[src/sv/kstef_pkg.sv]
package kstef_pkg;

   localparam int KSTEF_MAX_VERTICES = 256;

   localparam int VERTEX_W = 8;
   localparam int LABEL_W  = 8;
   localparam int COUNT_W  = 9;
   localparam int WEIGHT_W = 32;

   localparam logic [COUNT_W-1:0] VERTEX_COUNT_RESET = 9'd256;
   localparam logic [COUNT_W-1:0] VERTEX_COUNT_MIN   = 9'd2;

   // one vertex slot as it travels around the ring
   typedef struct packed {
      logic               visited;
      logic [LABEL_W-1:0] label;
   } entry_type;

endpackage

[src/sv/kstef_cell.sv]
module kstef_cell
   import kstef_pkg::*;
(
   input  logic      clock,
   input  logic      reset,
   input  logic      shift_en,
   input  entry_type prev_entry,
   output entry_type entry
);

   logic               visited_ff;
   logic [LABEL_W-1:0] label_ff;

   always_ff @(posedge clock) begin
      if (reset) begin
         visited_ff <= 1'b0;
      end else if (shift_en) begin
         visited_ff <= prev_entry.visited;
      end
   end

   // label is only meaningful while the slot is marked visited
   always_ff @(posedge clock) begin
      if (shift_en) begin
         label_ff <= prev_entry.label;
      end
   end

   assign entry.visited = visited_ff;
   assign entry.label   = label_ff;

endmodule

[src/sv/kruskal_spanning_tree_edge_filter_core.sv]
// Kruskal spanning-tree edge filter.
// req_*: one edge per request, edges sorted by ascending weight. req_tuser set
//   clears the vertex marks and accepted count before that edge is judged.
// rsp_*: one response for every edge taken into the spanning forest: its weight and
//   its position among accepted edges; rsp_tlast marks the edge that completes the
//   tree (vertex_count-1 accepted). Rejected edges give no response.
// csr_*: writes vertex_count; write only while the core is idle. Reset value 256.
// Vertex state lives in a ring of cells, one per vertex, rotating one slot a cycle
// while a lookup or update rotation runs. An edge that passes the range/self-loop/
// count checks costs a full lookup rotation of the ring and a decide state; a clear
// failing the checks costs the lookup rotation only. An accepted edge adds an update
// rotation and a state to post the response. An edge failing the checks without a
// clear is dropped straight from idle, with no rotation.
// Reset clears every visited mark and the accepted count at once, no sweep.
// A response waits in the output register while rsp_tready is low; the next edge
// can still be taken and is processed, stalling only when its own response is due.
module kruskal_spanning_tree_edge_filter_core
   import kstef_pkg::*;
#(
   parameter int MAX_VERTICES = KSTEF_MAX_VERTICES
) (
   input  logic         clock,
   input  logic         reset,
   input  logic         req_tvalid,
   output logic         req_tready,
   input  logic [47:0]  req_tdata,  // first_vertex[7:0], second_vertex[15:8],
                                    // edge_weight[47:16]
   input  logic [0:0]   req_tuser,  // start_graph[0]
   output logic         rsp_tvalid,
   input  logic         rsp_tready,
   output logic [39:0]  rsp_tdata,  // tree_weight[31:0], tree_position[39:32]
   output logic         rsp_tlast,  // tree_complete
   input  logic         csr_valid,
   output logic         csr_ready,
   input  logic [8:0]   csr_data    // vertex_count
);

   localparam int NCELLS = (MAX_VERTICES < 256) ? MAX_VERTICES : 256;
   localparam int CW     = (NCELLS > 1) ? $clog2(NCELLS) : 1;
   localparam logic [CW-1:0]      STEP_LAST = CW'(NCELLS - 1);
   localparam logic [COUNT_W-1:0] N_MAX     = COUNT_W'(NCELLS);

   localparam logic [2:0] ST_IDLE   = 3'd0;
   localparam logic [2:0] ST_READ   = 3'd1;
   localparam logic [2:0] ST_DECIDE = 3'd2;
   localparam logic [2:0] ST_WRITE  = 3'd3;
   localparam logic [2:0] ST_DONE   = 3'd4;

   logic [2:0]          state_ff, state_in;
   logic [CW-1:0]       step_ff, step_in;
   logic [COUNT_W-1:0]  vertex_count_ff;
   logic [COUNT_W-1:0]  n_ff, n_in;
   logic [VERTEX_W-1:0] count_ff, count_in;
   logic [VERTEX_W-1:0] a_ff, b_ff;
   logic [WEIGHT_W-1:0] weight_ff;
   logic                clr_ff, ok_ff, ok_in;
   logic                va_ff, vb_ff, va_in, vb_in;
   logic [LABEL_W-1:0]  la_ff, lb_ff, la_in, lb_in;
   logic                rsp_valid_ff;
   logic [WEIGHT_W-1:0] rsp_weight_ff;
   logic [VERTEX_W-1:0] rsp_pos_ff;
   logic                rsp_complete_ff;

   logic [VERTEX_W-1:0] req_a, req_b;
   logic [VERTEX_W-1:0] count_eff;
   logic                req_take, shift_en, rsp_load;
   logic [CW-1:0]       slot_idx;
   logic [VERTEX_W-1:0] slot_v;
   entry_type           ring [NCELLS];
   entry_type           head, wb;

   assign req_a      = req_tdata[7:0];
   assign req_b      = req_tdata[15:8];
   assign req_tready = (state_ff == ST_IDLE);
   assign req_take   = req_tvalid && req_tready;
   assign csr_ready  = 1'b1;
   assign shift_en   = (state_ff == ST_READ) || (state_ff == ST_WRITE);
   assign rsp_load   = (state_ff == ST_DONE) && (!rsp_valid_ff || rsp_tready);

   // ring of vertex cells; cell 0 takes the updated head slot
   for (genvar k = 0; k < NCELLS; k++) begin : g_cell
      kstef_cell u_cell (
         .clock      (clock),
         .reset      (reset),
         .shift_en   (shift_en),
         .prev_entry ((k == 0) ? wb : ring[(k == 0) ? 0 : k - 1]),
         .entry      (ring[k])
      );
   end

   // full rotations keep alignment: slot leaving the last cell at step s is vertex NCELLS-1-s
   assign head     = ring[NCELLS-1];
   assign slot_idx = STEP_LAST - step_ff;
   assign slot_v   = VERTEX_W'(slot_idx);

   always_comb begin
      wb = head;
      if (state_ff == ST_READ) begin
         if (clr_ff) begin
            wb.visited = 1'b0;
         end
      end else if (state_ff == ST_WRITE) begin
         case ({va_ff, vb_ff})
            2'b11: begin
               if (({1'b0, slot_v} < n_ff) && head.visited && (head.label == la_ff)) begin
                  wb.label = lb_ff;
               end
            end
            2'b10: begin
               if (slot_v == b_ff) begin
                  wb.visited = 1'b1;
                  wb.label   = la_ff;
               end
            end
            2'b01: begin
               if (slot_v == a_ff) begin
                  wb.visited = 1'b1;
                  wb.label   = lb_ff;
               end
            end
            default: begin
               if ((slot_v == a_ff) || (slot_v == b_ff)) begin
                  wb.visited = 1'b1;
                  wb.label   = b_ff;
               end
            end
         endcase
      end
   end

   always_comb begin
      n_in = vertex_count_ff;
      if (vertex_count_ff < VERTEX_COUNT_MIN) begin
         n_in = VERTEX_COUNT_MIN;
      end else if (vertex_count_ff > N_MAX) begin
         n_in = N_MAX;
      end
   end

   assign count_eff = req_tuser[0] ? '0 : count_ff;
   assign ok_in = ({1'b0, count_eff} < (n_in - 9'd1)) && ({1'b0, req_a} < n_in) &&
                  ({1'b0, req_b} < n_in) && (req_a != req_b);

   // lookup captures during the read rotation
   always_comb begin
      va_in = va_ff;
      vb_in = vb_ff;
      la_in = la_ff;
      lb_in = lb_ff;
      if (state_ff == ST_READ) begin
         if (slot_v == a_ff) begin
            va_in = wb.visited;
            la_in = wb.label;
         end
         if (slot_v == b_ff) begin
            vb_in = wb.visited;
            lb_in = wb.label;
         end
      end
   end

   always_comb begin
      state_in = state_ff;
      step_in  = step_ff;
      count_in = count_ff;
      unique case (state_ff)
         ST_IDLE: begin
            if (req_take) begin
               if (req_tuser[0]) begin
                  count_in = '0;
               end
               if (ok_in || req_tuser[0]) begin
                  state_in = ST_READ;
                  step_in  = '0;
               end
            end
         end
         ST_READ: begin
            step_in = step_ff + 1'b1;
            if (step_ff == STEP_LAST) begin
               step_in  = '0;
               state_in = ok_ff ? ST_DECIDE : ST_IDLE;
            end
         end
         ST_DECIDE: begin
            if (va_ff && vb_ff && (la_ff == lb_ff)) begin
               state_in = ST_IDLE;
            end else begin
               state_in = ST_WRITE;
               step_in  = '0;
            end
         end
         ST_WRITE: begin
            step_in = step_ff + 1'b1;
            if (step_ff == STEP_LAST) begin
               step_in  = '0;
               state_in = ST_DONE;
            end
         end
         ST_DONE: begin
            if (rsp_load) begin
               count_in = count_ff + 1'b1;
               state_in = ST_IDLE;
            end
         end
         default: begin
            state_in = ST_IDLE;
         end
      endcase
   end

   always_ff @(posedge clock) begin
      if (reset) begin
         state_ff        <= ST_IDLE;
         step_ff         <= '0;
         count_ff        <= '0;
         vertex_count_ff <= VERTEX_COUNT_RESET;
         rsp_valid_ff    <= 1'b0;
      end else begin
         state_ff <= state_in;
         step_ff  <= step_in;
         count_ff <= count_in;
         if (csr_valid && csr_ready) begin
            vertex_count_ff <= csr_data;
         end
         if (rsp_load) begin
            rsp_valid_ff <= 1'b1;
         end else if (rsp_tready) begin
            rsp_valid_ff <= 1'b0;
         end
      end
   end

   always_ff @(posedge clock) begin
      if (req_take) begin
         a_ff      <= req_a;
         b_ff      <= req_b;
         weight_ff <= req_tdata[47:16];
         clr_ff    <= req_tuser[0];
         ok_ff     <= ok_in;
         n_ff      <= n_in;
      end
      va_ff <= va_in;
      vb_ff <= vb_in;
      la_ff <= la_in;
      lb_ff <= lb_in;
      if (rsp_load) begin
         rsp_weight_ff   <= weight_ff;
         rsp_pos_ff      <= count_ff;
         rsp_complete_ff <= (({1'b0, count_ff} + 9'd1) == (n_ff - 9'd1));
      end
   end

   assign rsp_tvalid = rsp_valid_ff;
   assign rsp_tdata  = {rsp_pos_ff, rsp_weight_ff};
   assign rsp_tlast  = rsp_complete_ff;

   // an accepted edge never pushes the count past n-1
   a_count_bound: assert property (@(posedge clock) disable iff (reset)
      (state_ff == ST_DONE) |-> ({1'b0, count_ff} < (n_ff - 9'd1)))
      else $error("accepted count overruns tree size");

   a_done_ok: assert property (@(posedge clock) disable iff (reset)
      (state_ff == ST_DONE) |-> ok_ff)
      else $error("response pending for an edge that failed the checks");

   a_rsp_src: assert property (@(posedge clock) disable iff (reset)
      $rose(rsp_valid_ff) |-> $past(state_ff == ST_DONE))
      else $error("response raised outside the done state");

   // after a clear both endpoints must read back unvisited
   a_clear_lookup: assert property (@(posedge clock) disable iff (reset)
      ((state_ff == ST_DECIDE) && clr_ff) |-> (!va_ff && !vb_ff))
      else $error("cleared graph still shows a visited endpoint");

endmodule
[config.mk]
export PLATFORM = sky130hd
export DESIGN_NAME = kruskal_spanning_tree_edge_filter_core
export DESIGN_NICKNAME = d
export VERILOG_FILES = /design/src/sv/kstef_pkg.sv /design/src/sv/kstef_cell.sv /design/src/sv/kruskal_spanning_tree_edge_filter_core.sv
export SDC_FILE = /design/constraint.sdc
export NUM_CORES = 2
export LEC_CHECK = 0
export BUFFER_PORTS_ARGS = -buffer_cell sky130_fd_sc_hd__buf_4
export CORE_MARGIN = 2
export CORE_UTILIZATION = 45
export DETAILED_ROUTE_END_ITERATION = 7
export HOLD_SLACK_MARGIN = 0.15
export PLACE_DENSITY = 0.64
export SLEW_MARGIN = 5
export SYNTH_ARGS = -nofsm -noshare
export SYNTH_HDL_FRONTEND = slang
export SYNTH_HIERARCHICAL = 1
export SYNTH_SLANG_ARGS = --single-unit
[constraint.sdc]
create_clock -name clock -period 37.3 [get_ports clock]
set_clock_uncertainty 0.1 [all_clocks]
set_input_delay 7.46 -clock clock [delete_from_list [all_inputs] [get_ports clock]]
set_output_delay 7.46 -clock clock [all_outputs]
set_load 0.05 [all_outputs]
[Yosys cells after proc, flatten, opt, wreduce, memory -nomap -nowiden]
Index checks and enable logic that the tools add are counted.
Word-level totals
  flip-flop bits (word level): 2451
  bits of input ports: 63
  output and inout bits: 44
  word-level logic and storage cells: 617
Cells by class
  add/subtract/negate cells: 6
  $lt $le $gt $ge: 6
  equal/unequal tests: 20
  muxes and demuxes: 31
  reductions and logical operators: 24
Operators by type and width (number)
  two-way mux 8 bit: 9
  two-way mux 9 bit: 6
  one-hot mux 8 bit (3 select lines): 2
  less-than comparator 8 x 9 -> 1 bit: 4
  == test 8 bit: 4
  subtractor 9 x 1 -> 9 bit (second input constant): 2
  adder 8 x 1 -> 8 bit (second input constant): 2
  one-hot mux 8 bit (2 select lines): 1
  two-way mux 3 bit: 5
  one-hot mux 3 bit (5 select lines): 1
  adder 8 x 1 -> 9 bit (second input constant): 1
  == test 9 bit: 1
  > comparator 9 bit (second input constant): 1
  logical AND 1 bit: 9
  less-than comparator 9 x 2 -> 1 bit (second input constant): 1
  == test 8 bit (second input constant): 1
  inequality test 2 x 1 -> 1 bit (second input constant): 4
  inequality test 8 bit: 1
  subtractor 8 bit (first input constant): 1
  == test 3 x 2 -> 1 bit (second input constant): 2
  AND reduction 5 bit: 1
  == test 2 bit (second input constant): 2
  logical OR 1 bit: 4
  two-way mux 1 bit: 4
  14 further kinds: 18

[Depth between registers and ports, before layout]
  depth in word-level cells: 12
  depth in mapped cells: 17
  mapped depth without buffers: 15

[By module]
The synthesis kept the hierarchy.
Modules (own cells, without submodules)
  kstef_cell: instances 256, cells an instance 12, area an instance 281.5 um2, sequential area each 260.2 um2
  kruskal_spanning_tree_edge_filter_core: instances 1, cells an instance 624, area an instance 7389.6 um2, sequential area each 4124.0 um2

[Worst setup path before layout]
Ideal clock, no wire load.
  path type: register -> register
  from: reg state_ff[2]
  to: reg step_ff[4]
  library setup time: 0.158 ns
  arrival: 29.336 ns
  required time: 37.042 ns
  path slack: 7.706 ns
  cell stages (with the launch flop): 7
  buffers on the path: 1
  clock period less this slack: 29.594 ns
  cells stage by stage: dfxtp_1 buf_2 inv_2 nand2_1 inv_2 nand3_1 a221oi_2
On the way
  cells in the longest elaborated chain, start to end: 4
  elaborated cells on any way between the ends: 12
  classes of those cells: 6 x eq/ne; 1 x mux; 5 x reduce/logical
Ends and longest elaborated chain
  from (decl): RTL line kruskal_spanning_tree_edge_filter_core.sv:49  | logic [2:0] state_ff, state_in;
  from (signal assigned): RTL line kruskal_spanning_tree_edge_filter_core.sv:220  | state_ff <= state_in;
  == test 3 x 1 -> 1 bit, or another cell as far along: RTL line kruskal_spanning_tree_edge_filter_core.sv:166  | unique case (state_ff)
  OR reduction 2 bit (no line) or logical AND 1 bit (tied branches)
  nonzero test 3 bit (no line) or inequality test 2 x 1 -> 1 bit (tied branches)
  AND reduction 4 bit (no line)
  to (signal assigned): RTL line kruskal_spanning_tree_edge_filter_core.sv:221  | step_ff <= step_in;
  to (decl): RTL line kruskal_spanning_tree_edge_filter_core.sv:50  | logic [CW-1:0] step_ff, step_in;
Parallel ways exist; a longest one is shown, timed or not.
A chain may end at the register's enable or synchronous reset.

[Worst setup path in the final report]
  from: reg state_ff[1]
  to: out req_tready
On the way
  cells in the longest elaborated chain, start to end: 1
Ends and longest elaborated chain
  logical NOT 3 bit: RTL line kruskal_spanning_tree_edge_filter_core.sv:74  | assign req_tready = (state_ff == ST_IDLE);
  to (decl): RTL line kruskal_spanning_tree_edge_filter_core.sv:25  | output logic req_tready,
No other way between the ends.

==> PnR_summary.wiki <==
{| class="wikitable"
! Metric !! Value
|-
| Cells on Worst Hold Path || 0
|-
| Number of setup buffers added after CTS || 0
|-
| Area of all sequential standard cells || 0.07075 mm2
|-
| Maximum number of pins on one net before global-route repair || 198
|-
| Fin crit period || 9.547 ns
|-
| Clk pin slew, worst setup/hold paths || 0.06 ns
|-
| Number of standard-cell rows in the floorplan || 154
|-
| Overall die area || 0.1800 mm2
|-
| Relative contribution of combinational cells to total power || 3.5%
|-
| Ratio of routed vias to standard cells || 4.711
|-
| Initial standard-cell utilization of the core || 45.22%
|-
| Synth top area share || 81.86%
|-
| Gates resized, CTS repair || 0
|-
| Share of power burned in the clock network || 37.8%
|-
| Endpoint kind of the worst setup timing path || output port
|-
| Mapped cell area || 0.07946 mm2
|-
| Setup repair after global routing missed its margin || no
|-
| Data arrival time of the worst path || 1.99 ns
|-
| Initial antenna violation count || 2
|-
| Area growth from synthesis to layout || 11.52%
|-
| Clock Root Buffer || clkbuf_16
|-
| Maximum vdd drop || 0.04175 mV
|-
| Number of logic stages on the critical path including buffering || 2
|-
| CTS buffer count || 218
|-
| Mapped Cells || 3696
|-
| Net count after synthesis || 3791
|-
| Power per Cell Area || 66.28 mW/mm2
|-
| DRC violation count after routing || 0
|-
| Cell with the biggest individual delay on the critical path || dfxtp_1
|-
| FF-to-FF path depth || 6
|-
| Max Fanout on Critical Path || 12
|-
| Number of flops mapped to enable cells by yosys || 2166
|-
| Number of synthesis warnings || 6
|-
| TNS Setup || 0 ns
|-
| First-pass GRT wire length || 158400 um
|-
| Highest-count cells in the layout ignoring fill and taps || edfxtp_1, nor2_1, dfxtp_1, mux2i_1, clkbuf_16
|-
| Netlist cell types || 64
|-
| Number of sinks handled by clock tree synthesis || 2451
|-
| Vertical extent of the die || 424.2 um
|-
| Worst setup SP type || flip-flop
|-
| Net Switching || 1.192 mW
|-
| Worst-skew pair later-pin latency || 0.82 ns
|-
| Area used by multi-input combinational logic || 0.006530 mm2
|-
| Most frequent standard cell in the layout excluding fill and tap cells || edfxtp_1
|-
| Worst hold slack across all endpoints || 0.2848 ns
|-
| Period Utilization, post-route || 25.60%
|-
| Status || finished, final reports clean
|-
| Number of buffers between clock root and the deepest sink || 3
|-
| Depth of the CTS H-tree || 4
|-
| Detailed router's first-iteration violation count || 2742
|-
| Actual slew at the worst max-slew pin || 1.126 ns
|-
| Proportion of layout cells with a drive suffix above 1 || 12.36%
|-
| Number of hold-slack violations in the final timing report || 0
|-
| Routed length per instance || 16.05 um
|-
| Maximum single-stage delay on the critical path || 0.45 ns
|-
| Total congestion overflow || 0
|-
| Number of max-capacitance violations reported || 0
|-
| Net count reported at finish || 3859
|-
| Sequential element share of the synthesized area || 89.04%
|-
| Via count of the routed design || 29622
|-
| Source of the worst register-to-register timing path || state_ff[0]
|-
| Count of boundary I/O pins || 107
|-
| Routed wire length || 100900 um
|-
| Average size of a mapped cell || 21.50 um2
|-
| Critical path cell sequence || nor3_1 -> buf_4
|-
| Cell family contributing the most delay on the critical path || flip-flops
|-
| Cell-internal power || 4.681 mW
|-
| Achievable frequency || 104.7 MHz
|-
| Floorplan core area || 0.1757 mm2
|-
| Worst Path Required || 29.74 ns
|-
| DPL Wire Length || 49310 um
|-
| Via count of the first global-routing pass || 28363
|-
| Sum of buffers and inverters on the critical path || 1
|-
| Filler cell count || 13795
|-
| Origin of the worst min-delay path || g_cell[250].u_cell/label_ff[7]
|-
| Async set-or-reset flop fraction in the synthesized netlist || 0%
|-
| Sequential cell fraction of total power || 58.7%
|-
| Finish-stage setup viols || 0
|-
| Top area cells in the synthesized netlist || edfxtp_1, dfxtp_1, mux2i_1, buf_4, nor2_1
|-
| R2r setup slk || 31.61 ns
|-
| Post-synth top flop || edfxtp_1
|-
| Residual antenna-violating net count after detailed routing || 0
|-
| Initial DRT Pass Iterations || 5
|-
| Category of the most critical setup path || reg -> out
|-
| TritonCTS clock tree || built
|-
| Final Wtd Congestion || 0.7286
|-
| Hold-fix buffer count after cts || 0
|-
| Port Buffers || 105
|-
| Cell taking the most area after synthesis || edfxtp_1
|-
| Relative slew slack || 24.93%
|-
| Final Slew Violations || 0
|-
| Capture instance of the worst register-to-register path || g_cell[162].u_cell/label_ff[0]
|-
| Global-route usage over all layers || 11.02%
|-
| Leak || 29.39 nW
|-
| Worst hold path type || reg -> reg
|-
| Die W || 424.2 um
|-
| Post-synthesis register bit count || 2451
|-
| Net switching share of the total power || 20.30%
|-
| Hold Path Sink || g_cell[251].u_cell/label_ff[7]
|}
layout make-up:
class                   count  area share [%]
repair buffers            132           1.182
multi-input cells         924           7.369
diodes                      1        0.002824
well taps                2340           3.304
flip-flops and latches   2451           79.84
clock buffers             279           6.641
clock inverters           124           1.497
inverters                  37          0.1652
layer usage:
layer  wire (um)  GRT usage (%)  part of all wire, %
met1       52340          17.54                   52
met4        2379          4.413                  2.4
met2       42210          14.65                   42
met3        3999          2.386                  4.0
met5           0              0                    0
how the worst max path moves through the flow:
stage	endpoint	slack, ns	startpoint
2_1_floorplan	step_ff[4]	7.71	state_ff[2]
3_3_place_gp	step_ff[7]	27.09	req_tdata[6]
3_5_place_dp	step_ff[7]	27.03	req_tdata[6]
4_1_cts	req_tready	27.61	state_ff[1]
5_1_grt	req_tready	27.63	state_ff[0]
6_report	req_tready	27.75	state_ff[1]
state kept, by name, indices dropped and copies added, names as in the netlist, 3 cells and up:
register,flops
vertex_count_ff,9
b_ff,8
weight_ff,32
a_ff,8
count_ff,8
g_cell.u_cell/label_ff,2048
la_ff,8
lb_ff,8
n_ff,9
g_cell.u_cell/visited_ff,256
rsp_pos_ff,8
state_ff,3
step_ff,8
rsp_weight_ff,32
kinds of logic after synthesis:
group	share of synthesized area, %
flip-flops	89.04
adder cells (fa/ha/maj)	0.5039
multiplexers	3.540
AND/OR/NAND/NOR	2.346
XOR/XNOR	0.6944
AO/OA/AOI/OAI	1.121
other	0.004719
buffers and inverters	2.752
power groups by stage:
stage               logic (mW)  registers (mW)  clock network (mW)
finish                   0.207            3.45                2.22
global route             0.232            3.47                2.41
global placement         0.210            3.50                   0
floorplan                0.269            3.81                   0
CTS                      0.213            3.45                2.30
detailed placement       0.215            3.50                   0
worst reg2reg max path: stages (launching register included):
cell	delay, ns
dfxtp_1	0.60
nand2_1	0.40
inv_8	0.67
buf_4	0.85
buf_4	0.96
buf_4	0.81
buf_12	0.74
metrics by stage:
stage	area (um2)	setup slack [ns]	total power, mW	util [%]	cells
after floorplan	79460	7.706	4.075	-	3696
after global placement	81400	27.09	3.710	46.32	5884
after detailed placement	81400	27.03	3.713	46.32	5884
after CTS	88610	27.61	5.964	50.42	6287
after global routing	88610	27.63	6.110	50.43	6288
final	88610	27.75	5.873	50.43	6288
synth_stat cells, drive strengths merged, types with 2 or more instances:
master	number
a32oi	2
a311oi	2
mux2	8
a31oi	2
nand4b	5
a211o	9
a2bb2oi	2
a31o	9
o21ai	13
nor3	16
o21a	2
a2111oi	2
a221o	8
edfxtp	2166
o22ai	2
a211oi	14
a221oi	3
and3	5
buf	267
mux2i	272
or3	4
or2	3
a21o	5
ha	32
xor2	10
inv	37
and2	3
dfxtp	285
or4	2
o2111ai	2
xnor2	53
nand3	22
a21oi	40
nand2b	7
nor4	9
nor2b	14
nand2	34
o32ai	2
nor2	289
nand4	7
clkbuf	17
No activity file was read; power rests on OpenSTA's default activity.
